===== src/hw/rtl/kwm_pkg.sv =====
// Constants, item types and helper functions of the k-way merge block.
package kwm_pkg;

    localparam int LISTS       = 4;
    localparam int FIFO_DEPTH  = 16;
    localparam int MAX_RESULTS = 64;

    localparam int LIST_W = $clog2(LISTS);
    localparam int ACT_W  = $clog2(LISTS + 1);
    localparam int PTR_W  = $clog2(FIFO_DEPTH);
    localparam int CNT_W  = $clog2(FIFO_DEPTH + 1);
    localparam int ELEMS  = LISTS * FIFO_DEPTH;
    localparam int ADDR_W = $clog2(ELEMS);
    localparam int N_W    = $clog2(MAX_RESULTS + 1);
    localparam int CFG_W  = 3;

    typedef struct packed {
        logic [1:0]         list_id;
        logic signed [31:0] element_value;
        logic               has_element;
        logic               end_of_list;
    } in_item_t;

    typedef struct packed {
        logic signed [31:0] merged_value;
        logic [1:0]         source_list;
        logic               last_of_merge;
        logic               dropped;
    } out_item_t;

    typedef struct packed {
        logic              we;
        logic [ADDR_W-1:0] waddr;
        logic [31:0]       wdata;
        logic              re;
        logic [ADDR_W-1:0] raddr;
    } mem_req_t;

    // Clamp the programmed list count into 1..LISTS.
    function automatic logic [ACT_W-1:0] active_count(input logic [CFG_W-1:0] cfg);
        logic [ACT_W-1:0] r;
        if (cfg == '0)
            r = ACT_W'(1);
        else if (32'(cfg) > LISTS)
            r = ACT_W'(LISTS);
        else
            r = ACT_W'(cfg);
        return r;
    endfunction

    function automatic logic [PTR_W-1:0] next_ptr(input logic [PTR_W-1:0] p);
        logic [PTR_W-1:0] r;
        if (32'(p) + 1 >= FIFO_DEPTH)
            r = '0;
        else
            r = p + PTR_W'(1);
        return r;
    endfunction

    function automatic logic [ADDR_W-1:0] mem_addr(input logic [LIST_W-1:0] lst,
                                                   input logic [PTR_W-1:0] p);
        return ADDR_W'(32'(lst) * FIFO_DEPTH + 32'(p));
    endfunction

endpackage


===== src/hw/rtl/k_way_sorted_merge_top.sv =====
// Top level of the k-way sorted merge: list FIFOs in one store, head scan, output register.
//
//  channel | direction | handshake             | payload
//  --------+-----------+-----------------------+----------------------------------
//  in      | input     | in_valid / in_ready   | in_data  (list, element, end mark)
//  out     | output    | out_valid / out_ready | out_data (value, source, flags)
//  cfg     | input     | cfg_valid / cfg_ready | cfg_data (active list count)
//
// An input item that causes no result is accepted, then passes the completion
// check; a dropped item skips the check, its result waits in the output register.
// Each merged result takes a check, a head scan that reads one list head per cycle
// from the single read port of the element store, the registered read of the last
// head, the pick of the winner, and the pop of the winner into the output register.
// Reset clears pointers, fill counts, finished flags and the output valid flag;
// the element store needs no clearing since an entry is read only once written.
// A stalled output holds the sequencer before the pop; new items are taken
// only while idle and while the output register can take a drop result.
module k_way_sorted_merge_top (
    input  logic                           clk,
    input  logic                           rst_n,
    input  logic                           in_valid,
    output logic                           in_ready,
    input  kwm_pkg::in_item_t              in_data,
    output logic                           out_valid,
    input  logic                           out_ready,
    output kwm_pkg::out_item_t             out_data,
    input  logic                           cfg_valid,
    output logic                           cfg_ready,
    input  logic [kwm_pkg::CFG_W-1:0]      cfg_data
);

    localparam logic [1:0] S_IDLE  = 2'd0;
    localparam logic [1:0] S_CHECK = 2'd1;
    localparam logic [1:0] S_SCAN  = 2'd2;
    localparam logic [1:0] S_EMIT  = 2'd3;

    localparam int LIST_W = kwm_pkg::LIST_W;
    localparam int ACT_W  = kwm_pkg::ACT_W;
    localparam int PTR_W  = kwm_pkg::PTR_W;
    localparam int CNT_W  = kwm_pkg::CNT_W;
    localparam int N_W    = kwm_pkg::N_W;

    // Sequencer and list bookkeeping
    logic [1:0]                 state_reg, state_next;
    logic [kwm_pkg::CFG_W-1:0]  act_cfg_reg, act_cfg_next;
    logic [PTR_W-1:0]           rp_reg [kwm_pkg::LISTS];
    logic [PTR_W-1:0]           rp_next [kwm_pkg::LISTS];
    logic [PTR_W-1:0]           wp_reg [kwm_pkg::LISTS];
    logic [PTR_W-1:0]           wp_next [kwm_pkg::LISTS];
    logic [CNT_W-1:0]           fill_reg [kwm_pkg::LISTS];
    logic [CNT_W-1:0]           fill_next [kwm_pkg::LISTS];
    logic [kwm_pkg::LISTS-1:0]  fin_reg, fin_next;
    logic [N_W-1:0]             n_reg, n_next;

    // Head scan
    logic [ACT_W-1:0]           scan_reg, scan_next;
    logic                       pend_valid_reg, pend_valid_next;
    logic [LIST_W-1:0]          pend_list_reg, pend_list_next;
    logic                       found_reg, found_next;
    logic signed [31:0]         best_val_reg, best_val_next;
    logic [LIST_W-1:0]          best_list_reg, best_list_next;

    // Output register
    logic                       out_valid_reg, out_valid_next;
    kwm_pkg::out_item_t         out_data_reg, out_data_next;

    kwm_pkg::mem_req_t          mem_req;
    logic [31:0]                rd_data;

    logic [ACT_W-1:0]           act;
    logic                       out_free;
    logic                       id_active;
    logic [LIST_W-1:0]          in_idx;
    logic [LIST_W-1:0]          scan_idx;
    logic                       complete_now;
    logic                       lists_ready;
    logic                       complete_after;
    logic                       zero_after;

    kwm_store u_store (
        .clk     (clk),
        .req     (mem_req),
        .rd_data (rd_data)
    );

    assign act       = kwm_pkg::active_count(act_cfg_reg);
    assign out_free  = !out_valid_reg || out_ready;
    assign in_ready  = (state_reg == S_IDLE) && out_free;
    assign cfg_ready = 1'b1;
    assign out_valid = out_valid_reg;
    assign out_data  = out_data_reg;
    assign in_idx    = LIST_W'(in_data.list_id);
    assign id_active = 32'(in_data.list_id) < 32'(act);
    assign scan_idx  = scan_reg[LIST_W-1:0];

    // Merge is complete when every active list is finished and empty;
    // emission may proceed only while no unfinished active list runs dry.
    always_comb
    begin
        complete_now   = 1'b1;
        lists_ready    = 1'b1;
        complete_after = 1'b1;
        zero_after     = 1'b0;
        for (int l = 0; l < kwm_pkg::LISTS; l++)
        begin
            if (l < 32'(act))
            begin
                if (!(fin_reg[l] && fill_reg[l] == '0))
                    complete_now = 1'b0;
                if (!fin_reg[l] && fill_reg[l] == '0)
                    lists_ready = 1'b0;
                if (LIST_W'(l) == best_list_reg)
                    zero_after = (fill_reg[l] == CNT_W'(1));
                else
                    zero_after = (fill_reg[l] == '0);
                if (!(fin_reg[l] && zero_after))
                    complete_after = 1'b0;
            end
        end
    end

    always_comb
    begin
        state_next      = state_reg;
        act_cfg_next    = act_cfg_reg;
        rp_next         = rp_reg;
        wp_next         = wp_reg;
        fill_next       = fill_reg;
        fin_next        = fin_reg;
        n_next          = n_reg;
        scan_next       = scan_reg;
        pend_valid_next = 1'b0;
        pend_list_next  = pend_list_reg;
        found_next      = found_reg;
        best_val_next   = best_val_reg;
        best_list_next  = best_list_reg;
        out_valid_next  = out_valid_reg;
        out_data_next   = out_data_reg;
        mem_req         = '0;

        // Retire the waiting result when taken.
        if (out_valid_reg && out_ready)
            out_valid_next = 1'b0;

        if (cfg_valid)
            act_cfg_next = cfg_data;

        case (state_reg)
            S_IDLE:
            begin
                if (in_valid && in_ready)
                begin
                    n_next     = '0;
                    state_next = S_CHECK;
                    if (id_active && !fin_reg[in_idx])
                    begin
                        if (in_data.has_element &&
                            fill_reg[in_idx] == CNT_W'(kwm_pkg::FIFO_DEPTH))
                        begin
                            // FIFO full: drop the element, ignore its end mark.
                            out_valid_next              = 1'b1;
                            out_data_next.merged_value  = in_data.element_value;
                            out_data_next.source_list   = in_data.list_id;
                            out_data_next.last_of_merge = 1'b0;
                            out_data_next.dropped       = 1'b1;
                            state_next                  = S_IDLE;
                        end
                        else
                        begin
                            if (in_data.has_element)
                            begin
                                mem_req.we        = 1'b1;
                                mem_req.waddr     = kwm_pkg::mem_addr(in_idx, wp_reg[in_idx]);
                                mem_req.wdata     = in_data.element_value;
                                wp_next[in_idx]   = kwm_pkg::next_ptr(wp_reg[in_idx]);
                                fill_next[in_idx] = fill_reg[in_idx] + CNT_W'(1);
                            end
                            if (in_data.end_of_list)
                                fin_next[in_idx] = 1'b1;
                        end
                    end
                end
            end

            S_CHECK:
            begin
                scan_next  = '0;
                found_next = 1'b0;
                if (complete_now)
                begin
                    fin_next   = '0;
                    state_next = S_IDLE;
                end
                else if (n_reg >= N_W'(kwm_pkg::MAX_RESULTS) || !lists_ready)
                    state_next = S_IDLE;
                else
                    state_next = S_SCAN;
            end

            S_SCAN:
            begin
                // Compare the head read in the previous cycle; ties keep the lower list.
                if (pend_valid_reg)
                begin
                    if (!found_reg || $signed(rd_data) < best_val_reg)
                    begin
                        found_next     = 1'b1;
                        best_val_next  = $signed(rd_data);
                        best_list_next = pend_list_reg;
                    end
                end
                if (scan_reg < act)
                begin
                    pend_valid_next = (fill_reg[scan_idx] != '0);
                    pend_list_next  = scan_idx;
                    mem_req.re      = (fill_reg[scan_idx] != '0);
                    mem_req.raddr   = kwm_pkg::mem_addr(scan_idx, rp_reg[scan_idx]);
                    scan_next       = scan_reg + ACT_W'(1);
                end
                else if (!pend_valid_reg)
                    state_next = found_reg ? S_EMIT : S_IDLE;
            end

            S_EMIT:
            begin
                if (out_free)
                begin
                    rp_next[best_list_reg]      = kwm_pkg::next_ptr(rp_reg[best_list_reg]);
                    fill_next[best_list_reg]    = fill_reg[best_list_reg] - CNT_W'(1);
                    out_valid_next              = 1'b1;
                    out_data_next.merged_value  = best_val_reg;
                    out_data_next.source_list   = 2'(best_list_reg);
                    out_data_next.last_of_merge = complete_after;
                    out_data_next.dropped       = 1'b0;
                    n_next                      = n_reg + N_W'(1);
                    state_next                  = S_CHECK;
                end
            end

            default:
            begin
                state_next = S_IDLE;
            end
        endcase
    end

    always_ff @(posedge clk or negedge rst_n)
    begin
        if (!rst_n)
        begin
            state_reg      <= S_IDLE;
            act_cfg_reg    <= kwm_pkg::CFG_W'(4);
            fin_reg        <= '0;
            n_reg          <= '0;
            scan_reg       <= '0;
            pend_valid_reg <= 1'b0;
            found_reg      <= 1'b0;
            out_valid_reg  <= 1'b0;
            for (int l = 0; l < kwm_pkg::LISTS; l++)
            begin
                rp_reg[l]   <= '0;
                wp_reg[l]   <= '0;
                fill_reg[l] <= '0;
            end
        end
        else
        begin
            state_reg      <= state_next;
            act_cfg_reg    <= act_cfg_next;
            fin_reg        <= fin_next;
            n_reg          <= n_next;
            scan_reg       <= scan_next;
            pend_valid_reg <= pend_valid_next;
            found_reg      <= found_next;
            out_valid_reg  <= out_valid_next;
            rp_reg         <= rp_next;
            wp_reg         <= wp_next;
            fill_reg       <= fill_next;
        end
    end

    // Payload registers: no reset
    always_ff @(posedge clk)
    begin
        pend_list_reg <= pend_list_next;
        best_val_reg  <= best_val_next;
        best_list_reg <= best_list_next;
        out_data_reg  <= out_data_next;
    end

endmodule


===== src/hw/rtl/kwm_store.sv =====
// Element store: one write port, one read port, registered read data.
module kwm_store (
    input  logic              clk,
    input  kwm_pkg::mem_req_t req,
    output logic [31:0]       rd_data
);

    logic [31:0] mem [kwm_pkg::ELEMS];

    always_ff @(posedge clk)
    begin
        if (req.we)
        begin
            mem[req.waddr] <= req.wdata;
        end
        if (req.re)
        begin
            rd_data <= mem[req.raddr];
        end
    end

endmodule


===== config.mk =====
export PLATFORM = sky130hd
export DESIGN_NAME = k_way_sorted_merge_top
export DESIGN_NICKNAME = d
export VERILOG_FILES = /design/src/hw/rtl/kwm_pkg.sv /design/src/hw/rtl/k_way_sorted_merge_top.sv /design/src/hw/rtl/kwm_store.sv
export SDC_FILE = /design/constraint.sdc
export NUM_CORES = 2
export LEC_CHECK = 0
export BUFFER_PORTS_ARGS = -buffer_cell sky130_fd_sc_hd__buf_4
export CAP_MARGIN = 20
export CELL_PAD_IN_SITES_DETAIL_PLACEMENT = 0
export CELL_PAD_IN_SITES_GLOBAL_PLACEMENT = 1
export CORE_UTILIZATION = 45
export CTS_BUF_LIST = sky130_fd_sc_hd__clkbuf_16
export DETAILED_ROUTE_END_ITERATION = 10
export PLACE_DENSITY = 0.74
export SLEW_MARGIN = 20
export SYNTH_ARGS = -nofsm -noshare
export SYNTH_HDL_FRONTEND = slang
export SYNTH_SLANG_ARGS = --single-unit

===== constraint.sdc =====
create_clock -name clk -period 5.5 [get_ports clk]
set_clock_uncertainty 0.2 [all_clocks]
set_input_delay 1.65 -clock clk [delete_from_list [all_inputs] [get_ports clk]]
set_output_delay 1.65 -clock clk [all_outputs]
set_load 0.05 [all_outputs]

; ---- After elaboration in Yosys (flattened, before gate mapping)
; Memories as Yosys holds them, arrays and structs flattened. A register that Yosys moved wholly into a read port is not among the register bits.
; Cells that the tools add are included.
[totals]
register_bits = 146
ram_bits = 2048
inputBits = 44
output_inout_bits = 39
elab_cells = 267
mem_count = 1
[op_classes]
add_sub_neg = 10
magnitude_cmp = 18
n_eq_ne = 24
n_mux = 129
n_bitwise = 5
n_reduce_logical = 53
[mem_list]
columns = memory, words, width, read_ports, rd_ports_with_merged_regs, write_ports, line_no
row1 = u_store.mem, 64, 32, 1, 1, 1, kwm_store.sv:8  ; logic [31:0] mem [kwm_pkg::ELEMS];
[ops]
columns = cell, count
row1 = $mux 39, 5
row2 = $mux 36, 4
row3 = $mux 20, 5
row4 = $mux 4, 22
row5 = $pmux 36 s2, 1
row6 = $mux 1, 47
row7 = $bwmux 20, 2
row8 = $mux 5, 8
row9 = $pmux 20 s2, 1
row10 = $bwmux 16, 2
row11 = $lt 32x32->1, 1
row12 = $bmux 5 s2, 3
row13 = $mux 7, 4
row14 = $bmux 4 s2, 3
row15 = $demux 5 s2, 2
row16 = $eq 5x1->1 const B, 4
row17 = $logic_and 1x1->1, 20
row18 = $logic_not 5->1, 4
row19 = $ne 2x2->1 const B, 10
row20 = $demux 4 s2, 2
row21 = $mux 2, 7
row22 = $pmux 7 s2, 1
row23 = $add 6x4->6, 2
row24 = $reduce_and 6->1, 2
row25 = other kinds (43), 77

; ---- Depth between registers and ports, before layout
[depth]
word_depth = 16
ltp_mapped = 16
ltp_nobuf = 12

; ---- Cells and area by module
; A second synthesis with hierarchy kept.
[hier_totals]
hier_cells = 4202
area_unflattened_um2 = 87610.3
[modules_own_cells]
columns = module, instances, cells_each, area_each_um2, seq_area_each_um2
row1 = kwm_store, 1, 3511, 79359.9, 62459.9
row2 = k_way_sorted_merge_top, 1, 691, 8250.4, 4015.1

; ---- Worst setup path before layout
; No wires, ideal clock.
[synth_timing]
path_kind = input to register
startpoint = input port out_ready
endpoint = memory u_store.mem[15][0], enable pin
setup_time_ps = 461
arrival_time_ps = 6215
t_required_ps = 4839
setup_slack_ps = -1376
stages = 10
n_path_buf = 2
path_cell_list = nor2b_1 clkbuf_1 nor2_1 nand2_1 a2111oi_0 and3_1 clkbuf_1 and2_1 nand3_1 nor3_1
[synth_between]
elab_chain_cells = 7
[synth_lines]
columns = element, line_no
row1 = "start, declared", k_way_sorted_merge_top.sv:25  ; input logic out_ready,
row2 = $logic_or 1x1->1 (*), k_way_sorted_merge_top.sv:87  ; assign out_free = !out_valid_reg || out_ready;
row3 = $logic_and 1x1->1 (*), k_way_sorted_merge_top.sv:88  ; assign in_ready = (state_reg == S_IDLE) && out_free;
row4 = via in_ready, k_way_sorted_merge_top.sv:22  ; output logic in_ready,
row5 = $logic_and 1x1->1 (*), k_way_sorted_merge_top.sv:151  ; if (in_valid && in_ready)
row6 = $mux 39 (*), k_way_sorted_merge_top.sv:151
row7 = $mux 39 (*), k_way_sorted_merge_top.sv:148  ; case (state_reg)
row8 = $mux 1, kwm_store.sv:12  ; if (req.we)
row9 = $mux 1 (implied by the code), kwm_store.sv:14  ; mem[req.waddr] <= req.wdata;
row10 = "end, declared", kwm_store.sv:8
; Mark *: on every way through the listed nets, which the timed path passes. The rest lies on a longest branch.

; ---- Worst setup path in the final report
[layout_timing]
startpoint = register act_cfg_reg[2] (netlist name)
endpoint = register u_store.rd_data[5], read port of u_store.mem (data pin)
[layout_between]
elab_chain_cells = 6
word_cells_on_any_way = 7
cone_classes = order compare: 2 / mux: 4 / reduce/logical: 1
[layout_lines]
columns = element, line_no
row1 = "start, declared", k_way_sorted_merge_top.sv:45  ; logic [kwm_pkg::CFG_W-1:0] act_cfg_reg, act_cfg_next;
row2 = "start signal, assigned", k_way_sorted_merge_top.sv:252  ; act_cfg_reg <= kwm_pkg::CFG_W'(4);
row3 = "start signal, assigned", k_way_sorted_merge_top.sv:269  ; act_cfg_reg <= act_cfg_next;
row4 = $gt 3x3->1, kwm_pkg.sv:44  ; else if (32'(cfg) > LISTS)
row5 = $mux 3, kwm_pkg.sv:44
row6 = $mux 3 (*), kwm_pkg.sv:42  ; if (cfg == '0)
row7 = $lt 3x3->1 (*), k_way_sorted_merge_top.sv:212  ; if (scan_reg < act)
row8 = $mux 7 (*), k_way_sorted_merge_top.sv:212
row9 = $mux 7 (*), k_way_sorted_merge_top.sv:148
row10 = "end, declared", kwm_store.sv:5  ; output logic [31:0] rd_data
; Every way passes the cells marked *; elsewhere a longest branch is shown, timed or not.
; A chain may end at the register's enable or synchronous reset.

==> results.json <==
{
  "overflow": 0,
  "grt_pass1_wl_um": 383000,
  "yosys.area.top_type": "edfxtp_1",
  "drc": 0,
  "required_ns": 5.83,
  "synth_edf_count": 2152,
  "cts_setup_buffers": 0,
  "vias_per_cell": 6.26,
  "critical_path_class": "register to register",
  "clockPowerShare_pct": 32.6,
  "rows": 161,
  "cp-start-kind": "register",
  "ys_ff_latch": 2226,
  "grt_antenna_before_repair": 13,
  "fmax_ghz": 0.181,
  "syn2layout_area_growth_pct": 15.5,
  "pwr_density_cell_nw_per_um2": 425,
  "io_buffers": 81,
  "dr.pass1.iters": 8,
  "hp-class": "register to register",
  "core_um2": 193000,
  "grt_max_degree": 114,
  "max_slew_margin_pct": 12.0,
  "hpwlAfterDp_um": 169000,
  "cpMostUsedCell": "buf_4",
  "htree_levels": 4,
  "post_drt_wl_per_cell_um": 32.1,
  "syn_area_um2": 87300,
  "status": "finished with violations",
  "pre_cts_ws_ns": 0.116,
  "place.gp.congestion": 0.919,
  "cp-end-kind": "register",
  "finalSetupViolCount": 1,
  "synth_fp_nets": 5569,
  "fin_crit_ns": 5.52,
  "p_sw_mw": 13.3,
  "drt-total-wl_um": 274000,
  "cts_tree": "done",
  "die_area_um2": 196000,
  "synthTopCellsByCount": "edfxtp_1 (2,152), nand2_1 (721), mux2i_1 (370)",
  "synthDistinctLibCells": 84,
  "cap_violations": 0,
  "cellLeakagePower_nw": 33.5,
  "rsz0062_at_grt": "no",
  "critPathBufInv": 3,
  "ant_nets": 0,
  "cts_buffer_depth": 3,
  "p_total_mw": 42.9,
  "timing.hold.ws_ns": 0.224,
  "power_frac_comb_pct": 21.8,
  "yosys_warnings": 0,
  "ctsHoldBuffers": 0,
  "cts-root-buf": "clkbuf_16",
  "switching_share_pct": 31.1,
  "syn_inst": 5479,
  "grt_pass1_vias": 50905,
  "ir_drop_v": 0.000474,
  "fin_util_pct": 52.4,
  "synth-async-reset-ratio_pct": 3.32,
  "dr.first_iter.drc_count": 7842,
  "max_stage_delay_ns": 0.76,
  "vias": 53423,
  "ys_seq_area_share_pct": 76.1,
  "finalCritPeriodShare_pct": 100,
  "fin_ws_ns": -0.0215,
  "cts_sinks": 2226,
  "cp_slowest_cell": "or4_1",
  "maxSlewViolCount": 0,
  "syn_avg_cell_area_um2": 15.9,
  "synthFlopType": "edfxtp_1",
  "cts.reportedPaths.clkPinSlew_ns": 0.06,
  "track_usage_pct": 27.5,
  "fp.dieH_um": 443,
  "final_nets": 5910,
  "ys_top_cells_by_area": "edfxtp_1 (74%), mux2i_1 (4.2%), nand2_1 (3.1%)",
  "synth_most_common_cell": "edfxtp_1",
  "cts-resized-gates": 0,
  "place_inst": 8130,
  "power.internal_mw": 29.6,
  "insertion_delay_ns": 0.86,
  "pwr-share-seq_pct": 45.7,
  "final_cells": 8529,
  "critPathTopFamily": "simple AND/OR/NAND/NOR gates",
  "cp_cell_sequence": "inv_1 -> ha_1 -> nand2_1 -> nor3b_2 -> nand4_1 -> buf_4 -> buf_4 -> o221ai_1 -> a21boi_0 -> o2111ai_1 -> or4_1",
  "cts-buffers-inserted": 214,
  "fp.dieW_um": 443,
  "arrival_ns": 5.85,
  "hold_viol": 0,
  "largest_reg_flops": 2048,
  "violations": "negative setup slack",
  "synth_top_area_share_pct": 74.0,
  "initial_utilization_pct": 45.4,
  "fillers": 15439,
  "worst_pin_slew_ns": 1.31,
  "cp_max_fo": 17,
  "drive_above_1_share_pct": 16.6,
  "ios": 83
}
final cells by class:
cell class	instances	area [µm²]	area share [%]
Antenna cell	7	17.5	0.0174
Multi-Input combinational cell	2878	19800	19.7
Timing Repair Buffer	448	4610	4.57
Sequential cell	2226	66500	65.9
Clock inverter	175	1190	1.18
Clock buffer	217	5430	5.38
Inverter	52	195	0.193
Tap cell	2526	3160	3.13
routing by layer:
metal	vias to the layer above	wire, µm	GRT usage, %
met4	8	11100	10.6
li1	22417	-	-
met1	27392	107000	38.0
met5	-	57	0
met3	455	31700	7.25
met2	3151	124000	41.6
worst paths after layout:
path	start	to	slack, ns	cells past startpoint
max	act_cfg_reg[2]	u_store.rd_data[5]	-0.02	11
min	pend_list_reg[1]	best_list_reg[1]	0.22	0
max reg2reg	act_cfg_reg[2]	u_store.rd_data[5]	-0.02	11
min reg2reg	pend_list_reg[1]	best_list_reg[1]	0.22	0
max in group asynchronous	rst_n	scan_reg[0]	3.68	1
min in group asynchronous	rst_n	state_reg[0]	0.76	1
worst reg2reg max path, stage by stage, from the launching register on:
cell	delay, ns
dfstp_2	0.64
inv_1	0.12
ha_1	0.38
nand2_1	0.16
nor3b_2	0.22
nand4_1	0.59
buf_4	0.47
buf_4	0.26
o221ai_1	0.38
a21boi_0	0.68
o2111ai_1	0.35
or4_1	0.76
cell usage in the layout, fill, tap and decap left out, drive strengths merged, types with 12 or more instances in the layout:
master / n
or4: 36
a21o: 13
o22ai: 173
a221oi: 30
edfxtp: 2152
clkinv: 108
mux2: 79
nor2: 201
and2: 37
a211oi: 14
o22a: 24
a21oi: 244
o31ai: 27
inv: 103
a22o: 18
buf: 448
nor4: 41
nand2: 724
dfrtp: 73
nor3: 41
o221ai: 251
o211ai: 28
a31o: 19
nand4: 16
nand3: 55
clkbuf: 217
o2111ai: 15
a31oi: 116
mux4: 23
o21ai: 84
or3: 12
ha: 46
mux2i: 370
metrics by stage:
step | TNS, ns | area (µm²)
3_5_place_dp | 0 | 94300
5_1_grt | 0 | 101000
3_3_place_gp | 0 | 94300
2_1_floorplan | -292.50 | 87400
6_report | -0.0215 | 101000
4_1_cts | 0 | 101000
kinds of logic after synthesis:
kind of cell	share of synthesized area [%]
flip-flops	76.1
AND/OR/NAND/NOR	6.18
AO/OA/AOI/OAI	8.98
multiplexers	5.85
buffers and inverters	2.03
adder cells (fa/ha/maj)	0.659
XOR/XNOR	0.181
other	0.00429
power by group through the flow:
stage,logic (mW),clock network [mW],registers [mW]
2_1_floorplan,5.17,0,20.0
3_3_place_gp,9.06,0,19.9
3_5_place_dp,9.14,0,19.9
4_1_cts,9.18,14.1,19.6
5_1_grt,9.72,14.7,19.6
6_report,9.35,14.0,19.6
Power figures use the tool's default switching activity.
